$ cat src/hw/rtl/encoder_period_speed_meter_macros.svh
// Assertion macros for the encoder period speed meter.
// Used by the top level only; expects aclk and aresetn in scope.
`ifndef ENCODER_PERIOD_SPEED_METER_MACROS_SVH
`define ENCODER_PERIOD_SPEED_METER_MACROS_SVH

// Same-cycle implication, disabled during reset
`define ESP_ASSERT_IMP(lbl, ante, cons, msg) \
    lbl: assert property (@(posedge aclk) disable iff (!aresetn) (ante) |-> (cons)) \
        else $error(msg);

// Next-cycle implication, disabled during reset
`define ESP_ASSERT_NXT(lbl, ante, cons, msg) \
    lbl: assert property (@(posedge aclk) disable iff (!aresetn) (ante) |=> (cons)) \
        else $error(msg);

`endif

$ cat src/hw/rtl/esp_pkg.sv
// Shared constants for the encoder period speed meter.
// No dependencies; imported by the divider and the top level.
`default_nettype none

package esp_pkg;

    // Field and register widths
    localparam int CAP_W    = 16;
    localparam int PERIOD_W = 32;
    localparam int EDGE_W   = 32;
    localparam int RADIUS_W = 10;
    localparam int FREQ_W   = 26;
    localparam int CPR_W    = 13;
    localparam int Q_W      = 16;
    localparam int CFG_IDX_W = 2;
    localparam int CFG_DATA_W = FREQ_W;

    // 2*pi in Q16
    localparam int PI2_W = 19;
    localparam logic [PI2_W-1:0] PI2_Q16 = 19'd411774;

    localparam logic [Q_W-1:0] SPEED_MAX = 16'hFFFF;

    // Register indexes on the config port
    localparam logic [CFG_IDX_W-1:0] REG_RADIUS = 2'd0;
    localparam logic [CFG_IDX_W-1:0] REG_FREQ   = 2'd1;
    localparam logic [CFG_IDX_W-1:0] REG_CPR    = 2'd2;

    // Reset values of the registers
    localparam logic [RADIUS_W-1:0] RADIUS_RST = 10'd20;
    localparam logic [FREQ_W-1:0]   FREQ_RST   = 26'd24000000;
    localparam logic [CPR_W-1:0]    CPR_RST    = 13'd360;

endpackage

`default_nettype wire

$ cat src/hw/rtl/esp_mul.sv
// Bit-serial shift-add multiplier, one multiplier bit per cycle.
// Standalone; no package needed.
`default_nettype none

module esp_mul #(
    parameter int MW = 8,
    parameter int BW = 8
) (
    input  wire logic             aclk,
    input  wire logic             aresetn,
    input  wire logic             start,
    input  wire logic [MW-1:0]    a,
    input  wire logic [BW-1:0]    b,
    output logic                  busy,
    output logic [MW+BW-1:0]      product
);

    localparam int PW = MW + BW;
    localparam int CW = $clog2(BW + 1);

    logic [MW-1:0] a_reg;
    logic [PW-1:0] p_reg, p_next;
    logic [CW-1:0] cnt_reg;
    logic          busy_reg;
    logic [MW:0]   sum;

    // Add multiplicand into the high half when the current LSB is set, then shift right
    assign sum    = {1'b0, p_reg[PW-1:BW]} + {1'b0, (p_reg[0] ? a_reg : {MW{1'b0}})};
    assign p_next = {sum, p_reg[BW-1:1]};

    // Control
    always_ff @(posedge aclk) begin
        if (!aresetn) begin
            busy_reg <= 1'b0;
        end else if (start) begin
            busy_reg <= 1'b1;
        end else if (busy_reg && cnt_reg == CW'(1)) begin
            busy_reg <= 1'b0;
        end
    end

    // Datapath
    always_ff @(posedge aclk) begin
        if (start) begin
            a_reg   <= a;
            p_reg   <= {{MW{1'b0}}, b};
            cnt_reg <= CW'(BW);
        end else if (busy_reg) begin
            p_reg   <= p_next;
            cnt_reg <= cnt_reg - CW'(1);
        end
    end

    assign busy    = busy_reg;
    assign product = p_reg;

endmodule

`default_nettype wire

$ cat src/hw/rtl/esp_div.sv
// Bit-serial restoring divider, one quotient bit per cycle.
// Keeps the low quotient bits and a sticky flag for any higher bit; uses esp_pkg.
`default_nettype none

module esp_div #(
    parameter int NW = 32,
    parameter int DW = 16
) (
    input  wire logic                  aclk,
    input  wire logic                  aresetn,
    input  wire logic                  start,
    input  wire logic [NW-1:0]         n,
    input  wire logic [DW-1:0]         d,
    output logic                       busy,
    output logic [esp_pkg::Q_W-1:0]    quot,
    output logic                       ovf
);

    import esp_pkg::*;

    localparam int CW = $clog2(NW + 1);

    logic [NW-1:0]  n_reg;
    logic [DW-1:0]  d_reg;
    logic [DW-1:0]  rem_reg, rem_next;
    logic [Q_W-1:0] q_reg;
    logic           ovf_reg;
    logic [CW-1:0]  cnt_reg;
    logic           busy_reg;
    logic [DW:0]    trial;
    logic [DW+1:0]  diff;
    logic           qbit;

    // Trial subtract of the divisor from the shifted remainder
    assign trial    = {rem_reg, n_reg[NW-1]};
    assign diff     = {1'b0, trial} - {2'b00, d_reg};
    assign qbit     = ~diff[DW+1];
    assign rem_next = qbit ? diff[DW-1:0] : trial[DW-1:0];

    // Control
    always_ff @(posedge aclk) begin
        if (!aresetn) begin
            busy_reg <= 1'b0;
        end else if (start) begin
            busy_reg <= 1'b1;
        end else if (busy_reg && cnt_reg == CW'(1)) begin
            busy_reg <= 1'b0;
        end
    end

    // Datapath; bits leaving the top of the quotient register set the overflow flag
    always_ff @(posedge aclk) begin
        if (start) begin
            n_reg   <= n;
            d_reg   <= d;
            rem_reg <= '0;
            q_reg   <= '0;
            ovf_reg <= 1'b0;
            cnt_reg <= CW'(NW);
        end else if (busy_reg) begin
            n_reg   <= {n_reg[NW-2:0], 1'b0};
            rem_reg <= rem_next;
            q_reg   <= {q_reg[Q_W-2:0], qbit};
            ovf_reg <= ovf_reg | q_reg[Q_W-1];
            cnt_reg <= cnt_reg - CW'(1);
        end
    end

    assign busy = busy_reg;
    assign quot = q_reg;
    assign ovf  = ovf_reg;

endmodule

`default_nettype wire

$ cat src/hw/rtl/encoder_period_speed_meter.sv
// Encoder period speed meter: input-capture tachometer with serial arithmetic.
// Depends on esp_pkg, esp_mul, esp_div and the assertion macro header.
// Overflow beats only update the saturating overflow count. An edge beat runs the bit-serial
// multiplies and then the bit-serial divides (the widest dividend sets their length); no new beat
// is taken until the result is registered, and longer while an earlier result waits on m_tready.
// Reset (aresetn, synchronous, active low) clears state, counters and config to defaults.
`default_nettype none
`include "encoder_period_speed_meter_macros.svh"

module encoder_period_speed_meter #(
    parameter int TIMER_BITS = 16
) (
    input  wire logic                           aclk,
    input  wire logic                           aresetn,
    // input beats
    input  wire logic                           s_tvalid,
    output logic                                s_tready,
    input  wire logic [esp_pkg::CAP_W-1:0]      s_tdata,   // [15:0] capture_time
    input  wire logic                           s_tuser,   // [0] action
    // result beats
    output logic                                m_tvalid,
    input  wire logic                           m_tready,
    output logic [79:0]                         m_tdata,   // [15:0] distance_mm,
                                                           // [47:16] period_ticks,
                                                           // [63:48] wheel_rpm,
                                                           // [79:64] speed_mm_s
    // config writes
    input  wire logic                           cfg_valid,
    output logic                                cfg_ready,
    input  wire logic [esp_pkg::CFG_IDX_W-1:0]  cfg_index,
    input  wire logic [esp_pkg::CFG_DATA_W-1:0] cfg_data
);

    import esp_pkg::*;

    localparam int CAP_BITS = (TIMER_BITS < CAP_W) ? TIMER_BITS : CAP_W;
    localparam logic [CAP_W-1:0] CAP_MASK = CAP_W'((33'h1 << CAP_BITS) - 33'h1);

    localparam logic [1:0] ST_IDLE = 2'd0;
    localparam logic [1:0] ST_MUL  = 2'd1;
    localparam logic [1:0] ST_DIV  = 2'd2;
    localparam logic [1:0] ST_OUT  = 2'd3;

    localparam int PR_W  = PI2_W + RADIUS_W;     // 2*pi*r, Q16
    localparam int NUM_W = PR_W + EDGE_W;        // distance numerator
    localparam int PF_W  = PR_W + FREQ_W;        // 2*pi*r*f numerator
    localparam int DEN_W = CPR_W + PERIOD_W;     // cpr*period

    logic [1:0]            state_reg, state_next;
    logic [RADIUS_W-1:0]   radius_reg;
    logic [FREQ_W-1:0]     freq_reg;
    logic [CPR_W-1:0]      cpr_reg;
    logic [CAP_W-1:0]      last_reg;
    logic [CAP_W-1:0]      ovf_cnt_reg;
    logic [EDGE_W-1:0]     edge_reg;
    logic [PERIOD_W-1:0]   period_reg;
    logic                  m_tvalid_reg;
    logic [79:0]           m_tdata_reg;

    logic                  s_acc, edge_acc, ovf_acc, out_free;
    logic [CAP_W-1:0]      cap;
    logic [CAP_W+PERIOD_W-1:0] ovf_sh;
    logic [PERIOD_W-1:0]   period_c;
    logic [EDGE_W-1:0]     edge_next;
    logic [CPR_W-1:0]      cpr_eff;
    logic [PR_W-1:0]       pi_r;
    logic [31:0]           f60;
    logic                  mul_start, div_start;
    logic                  busy_num, busy_den, busy_pf;
    logic                  busy_dist, busy_rpm, busy_mms;
    logic [NUM_W-1:0]      num_p;
    logic [PF_W-1:0]       pf_p;
    logic [DEN_W-1:0]      den_p;
    logic [Q_W-1:0]        dist_q, rpm_q, mms_q;
    logic                  dist_wrap;
    logic                  rpm_ovf, mms_ovf;
    logic [Q_W-1:0]        rpm_fin, mms_fin;

    // Handshakes
    assign s_tready  = (state_reg == ST_IDLE);
    assign cfg_ready = 1'b1;
    assign s_acc     = s_tvalid & s_tready;
    assign edge_acc  = s_acc & s_tuser;
    assign ovf_acc   = s_acc & ~s_tuser;
    assign out_free  = ~m_tvalid_reg | m_tready;

    // Period from the capture, the last capture and the overflows since then
    assign cap       = s_tdata & CAP_MASK;
    assign ovf_sh    = {{PERIOD_W{1'b0}}, ovf_cnt_reg} << TIMER_BITS;
    assign period_c  = ({{(PERIOD_W-CAP_W){1'b0}}, cap} - {{(PERIOD_W-CAP_W){1'b0}}, last_reg})
                       + ovf_sh[PERIOD_W-1:0];
    assign edge_next = edge_reg + EDGE_W'(1);

    // Operands derived from config
    assign cpr_eff = (cpr_reg == '0) ? CPR_W'(1) : cpr_reg;
    assign pi_r    = PR_W'(PI2_Q16) * PR_W'(radius_reg);
    assign f60     = ({{(32-FREQ_W){1'b0}}, freq_reg} << 6)
                     - ({{(32-FREQ_W){1'b0}}, freq_reg} << 2);

    // Sequencer
    assign mul_start = edge_acc;
    assign div_start = (state_reg == ST_MUL) & ~busy_num & ~busy_den & ~busy_pf;

    always_comb begin
        state_next = state_reg;
        unique case (state_reg)
            ST_IDLE: if (edge_acc) state_next = ST_MUL;
            ST_MUL:  if (div_start) state_next = ST_DIV;
            ST_DIV:  if (~busy_dist & ~busy_rpm & ~busy_mms) state_next = ST_OUT;
            ST_OUT:  if (out_free) state_next = ST_IDLE;
            default: state_next = ST_IDLE;
        endcase
    end

    always_ff @(posedge aclk) begin
        if (!aresetn) begin
            state_reg <= ST_IDLE;
        end else begin
            state_reg <= state_next;
        end
    end

    // Config registers
    always_ff @(posedge aclk) begin
        if (!aresetn) begin
            radius_reg <= RADIUS_RST;
            freq_reg   <= FREQ_RST;
            cpr_reg    <= CPR_RST;
        end else if (cfg_valid && cfg_ready) begin
            if (cfg_index == REG_RADIUS) radius_reg <= cfg_data[RADIUS_W-1:0];
            if (cfg_index == REG_FREQ)   freq_reg   <= cfg_data[FREQ_W-1:0];
            if (cfg_index == REG_CPR)    cpr_reg    <= cfg_data[CPR_W-1:0];
        end
    end

    // Capture state: last capture, saturating overflow count, edge count
    always_ff @(posedge aclk) begin
        if (!aresetn) begin
            last_reg    <= '0;
            ovf_cnt_reg <= '0;
            edge_reg    <= '0;
        end else if (edge_acc) begin
            last_reg    <= cap;
            ovf_cnt_reg <= '0;
            edge_reg    <= edge_next;
        end else if (ovf_acc && ovf_cnt_reg != {CAP_W{1'b1}}) begin
            ovf_cnt_reg <= ovf_cnt_reg + CAP_W'(1);
        end
    end

    always_ff @(posedge aclk) begin
        if (edge_acc) period_reg <= period_c;
    end

    // Serial multipliers: 2*pi*r*edges, cpr*period, 2*pi*r*f
    esp_mul #(.MW(PR_W), .BW(EDGE_W)) u_mul_num (
        .aclk(aclk), .aresetn(aresetn), .start(mul_start),
        .a(pi_r), .b(edge_next), .busy(busy_num), .product(num_p)
    );

    esp_mul #(.MW(CPR_W), .BW(PERIOD_W)) u_mul_den (
        .aclk(aclk), .aresetn(aresetn), .start(mul_start),
        .a(cpr_eff), .b(period_c), .busy(busy_den), .product(den_p)
    );

    esp_mul #(.MW(PR_W), .BW(FREQ_W)) u_mul_pf (
        .aclk(aclk), .aresetn(aresetn), .start(mul_start),
        .a(pi_r), .b(freq_reg), .busy(busy_pf), .product(pf_p)
    );

    // Serial dividers; the Q16 scale is dropped from the numerator first.
    // Distance wraps, so its high quotient flag goes nowhere.
    esp_div #(.NW(NUM_W-16), .DW(CPR_W)) u_div_dist (
        .aclk(aclk), .aresetn(aresetn), .start(div_start),
        .n(num_p[NUM_W-1:16]), .d(cpr_eff),
        .busy(busy_dist), .quot(dist_q), .ovf(dist_wrap)
    );

    esp_div #(.NW(32), .DW(DEN_W)) u_div_rpm (
        .aclk(aclk), .aresetn(aresetn), .start(div_start),
        .n(f60), .d(den_p),
        .busy(busy_rpm), .quot(rpm_q), .ovf(rpm_ovf)
    );

    esp_div #(.NW(PF_W-16), .DW(DEN_W)) u_div_mms (
        .aclk(aclk), .aresetn(aresetn), .start(div_start),
        .n(pf_p[PF_W-1:16]), .d(den_p),
        .busy(busy_mms), .quot(mms_q), .ovf(mms_ovf)
    );

    // Saturation; a zero period reads as full speed
    assign rpm_fin = (period_reg == '0 || rpm_ovf) ? SPEED_MAX : rpm_q;
    assign mms_fin = (period_reg == '0 || mms_ovf) ? SPEED_MAX : mms_q;

    // Output register
    always_ff @(posedge aclk) begin
        if (!aresetn) begin
            m_tvalid_reg <= 1'b0;
        end else if (state_reg == ST_OUT && out_free) begin
            m_tvalid_reg <= 1'b1;
        end else if (m_tready) begin
            m_tvalid_reg <= 1'b0;
        end
    end

    always_ff @(posedge aclk) begin
        if (state_reg == ST_OUT && out_free) begin
            m_tdata_reg <= {mms_fin, rpm_fin, period_reg, dist_q};
        end
    end

    assign m_tvalid = m_tvalid_reg;
    assign m_tdata  = m_tdata_reg;

    // Checks
    `ESP_ASSERT_IMP(a_zero_period_sat, m_tvalid && m_tdata[47:16] == 32'd0, m_tdata[63:48] == 16'hFFFF && m_tdata[79:64] == 16'hFFFF, "zero period without saturated speeds")
    `ESP_ASSERT_NXT(a_ovf_no_result, s_tvalid && s_tready && !s_tuser, !$rose(m_tvalid), "overflow beat produced a result")
    `ESP_ASSERT_NXT(a_edge_starts_mul, s_tvalid && s_tready && s_tuser, state_reg == ST_MUL && busy_num && busy_den && busy_pf, "edge beat did not start the multipliers")
    `ESP_ASSERT_IMP(a_div_idle_in_mul, state_reg == ST_MUL, !busy_dist && !busy_rpm && !busy_mms, "divider busy during multiply")

endmodule

`default_nettype wire
$ cat config.mk
export PLATFORM = sky130hd
export DESIGN_NAME = encoder_period_speed_meter
export DESIGN_NICKNAME = d
export VERILOG_FILES = /design/src/hw/rtl/esp_pkg.sv /design/src/hw/rtl/esp_mul.sv /design/src/hw/rtl/esp_div.sv /design/src/hw/rtl/encoder_period_speed_meter.sv
export VERILOG_INCLUDE_DIRS = /design/src /design/src/hw/rtl
export SDC_FILE = /design/constraint.sdc
export NUM_CORES = 2
export LEC_CHECK = 0
export BUFFER_PORTS_ARGS = -buffer_cell sky130_fd_sc_hd__buf_4
export CORE_UTILIZATION = 46
export CTS_CLUSTER_SIZE = 20
export DETAILED_ROUTE_END_ITERATION = 12
export SLEW_MARGIN = 10
export SYNTH_ARGS = -nofsm -noshare
export SYNTH_HDL_FRONTEND = slang
export SYNTH_SLANG_ARGS = --single-unit
$ cat constraint.sdc
create_clock -name aclk -period 5.93 [get_ports aclk]
set_clock_uncertainty 0.15 [all_clocks]
set_input_delay 0.2965 -clock aclk [delete_from_list [all_inputs] [get_ports aclk]]
set_output_delay 0.2965 -clock aclk [all_outputs]
set_load 0.01 [all_outputs]
==> impl_metrics.toml <==
[sta]
fin_setup_tns_ns = 0
hold_viol = 0
relSlewSlack_pct = 38.08
worst_pin_slew_ns = 0.9289
finalCriticalPeriod_ns = 5.584
setup_viol = 0
drv_slew = 0
fmaxAchievable_ghz = 0.1791
grt_setup_unrepaired = "no"
setup_slack_ns = 0.3460
min_period_over_period_pct = 94.16

[critical_path]
path_buf_inv = 4
cpLargestDelayFamily = "adder cells"
setup.worst_path.start_class = "register"
reg2reg_slack_ns = 0.35
end_kind = "register"
required_ns = 6.18
crit_fanout = 4
slowest_stage = "fa_1"
crit_top_cell = "inv_1"
crit_arrival_ns = 5.84
path_class = "reg2reg"
cp_cell_sequence = "inv_1 > fa_1 > inv_1 > fa_1 > ha_1 > inv_1 > fa_1 > inv_1 > ha_1 > ha_1 > a21o_1 > a221o_1 > o311ai_2 > a21oi_1 > o21ai_0 > o21ai_0 > o41ai_2 > o21bai_1 > a21oi_1 > xnor2_1"
cpPeakStageDelay_ns = 0.54

[synthesis]
netlist-cell-type-count = 91
synth_ff_type = "edfxtp_1"
netlist_instances = 4842
yosysSeqAreaShare_pct = 44.28
syn-num-nets = 5275
synth.most_common_cell = "nand2_1"
synthTopCellsByArea = "edfxtp_1 27%, dfxtp_1 17%, ha_1 9.3%, nand2_1 5.9%, nor2_1 3.5%"
syn-cell-area_um2 = 45370
post-synth-top-area-cell = "edfxtp_1"
synthTopCellsByCount = "708 x nand2_1, 424 x nor2_1, 415 x edfxtp_1"
ys_seq_elements = 796
syn_area_per_cell_um2 = 9.371
synth-edff-count = 415
synth_top_area_share_pct = 27.47
yosys_warnings = 0
async_reset_ff_share_pct = 0

[clock_tree]
clock_path_buffers = 3
h-tree-depth = 3
clk_pin_slew_worst_paths_ns = 0.06
clock-root-buffer = "clkbuf_16"
cts_tree = "done"
cts_sinks = 796
cts_made_buffers = 88
insertion_delay_ns = 0.67

[layout]
drive_gt1_share_pct = 7.800
area_growth_pct = 12.46
nets = 5371
fin_cells = 6289
antenna_cells = 0
filler_cell_count = 8982
fin_util_pct = 52.53
largest_register_ffs = 80

[grt]
antenna_found_initial = 1
grt_overflow = 0
grt_usage_pct = 21.13
grt_pass1_vias = 32740
grt_pass1_wl_mm = 171.1
grt_max_degree = 201

[drt]
routed.top_layer = "met4"
vias_per_cell = 5.391
vias = 33900
wl_met2_mm = 48.62
wl_per_cell_um = 16.83
first_pass_iters = 5
dr.first_iter.drc_count = 1968
wl_met3_mm = 3.959
finalWirelength_mm = 105.8
drc = 0
postRouteAntennaNets = 0
wl_met1_mm = 50.75

[power_and_ir_drop]
combPwrFrac_pct = 40.8
seqPwrFrac_pct = 35.5
switchingPower_mw = 9.182
p_sw_share_pct = 37.78
internal_power_mw = 15.12
power.density_nw_per_um2 = 476.3
pwr-share-clk_pct = 23.7
ir_worst_vdd_mv = 0.2704
p_total_mw = 24.30
static-leakage-power_nw = 21.49

[job]
maxCapViolCount = 0

[floorplan]
initial_core_util_pct = 46.71
row_count = 114
io_pins = 133
fp.dieW_um = 316.1
die_h_um = 316.1
die_area_um2 = 99900
core_um2 = 97140

[placed_design]
place_inst = 6081
pre_cts_slack_ns = 0.03915
port_buffers = 131
gp_congestion = 0.9062
post-dp-hpwl_mm = 74.01

[status]
status = "completed"

[hold_path]
hold_class = "in2reg"
-- area by class of cell --
class	count	area, µm²	area share [%]
multi-input cells	3544	23410	45.87
flip-flops and latches	796	20100	39.39
clock buffers	119	2535	4.968
repair buffers	214	1749	3.428
well taps	1276	1597	3.129
inverters	294	1119	2.192
clock inverters	46	523.0	1.025
-- cell usage in the layout (no fill, tap or decap), types with 67 or more instances in the layout --
cell and count:
a21boi_0 67, nand3_1 67, a211oi_1 76, and2_1 101
nand2_1 708, xnor2_1 172, nor2_1 423, dfxtp_1 378
a21o_1 100, ha_1 339, clkbuf_16 93, nor3_1 68
or3_1 67, xor2_1 99, inv_1 292, edfxtp_1 415
buf_4 169, mux2i_1 122, o21ai_0 265, a21oi_1 294
-- logic make-up after synthesis --
group                    share of synthesized area, %
multiplexers                                    3.246
XOR/XNOR                                        5.231
AO/OA/AOI/OAI                                   14.85
other                                        0.008265
flip-flops                                      44.28
adder cells (fa/ha/maj)                         11.29
AND/OR/NAND/NOR                                 16.85
buffers and inverters                           4.249
-- through the flow --
step | cell area, µm² | hold WS, ns
final | 51030 | 0.01611
after global routing | 51030 | 0.05758
after CTS | 51000 | 0.01069
after detailed placement | 47520 | 0.2687
after global placement | 47520 | 0.2705
after floorplan | 45370 | 0.2576
-- timing repair --
item | in CTS | in global routing
hold endpoints to repair | 67 | 0
resized for setup | 0 | 5
hold buffers | 42 | 0
setup buffers | 0 | 1
setup endpoints to repair | 0 | 4
-- path summary, 6_finish.rpt --
| kind | startpoint | endpoint | depth (start not counted) |
|---|---|---|---|
| setup / recovery | radius_reg[2] | u_mul_pf.a_reg[27] | 20 |
| hold / removal | aresetn | freq_reg[21] | 2 |
| setup reg to reg | radius_reg[2] | u_mul_pf.a_reg[27] | 20 |
| hold reg to reg | period_reg[16] | m_tdata[32] | 0 |
-- routing by layer --
metal	vias up	track usage, %
met5	-	0
met4	0	6.379
met1	16000	29.05
met2	537	34.82
met3	156	2.551
li1	17210	-
-- power groups by stage --
stage	Combinational [mW]	Clock (mW)	Sequential (mW)
final	9.91	5.76	8.63
after global routing	11.2	6.13	8.81
after CTS	9.95	5.92	8.63
after detailed placement	9.85	0	8.73
after global placement	9.76	0	8.70
after floorplan	7.88	0	8.35
Note: power is estimated with default switching activity, not from simulation.
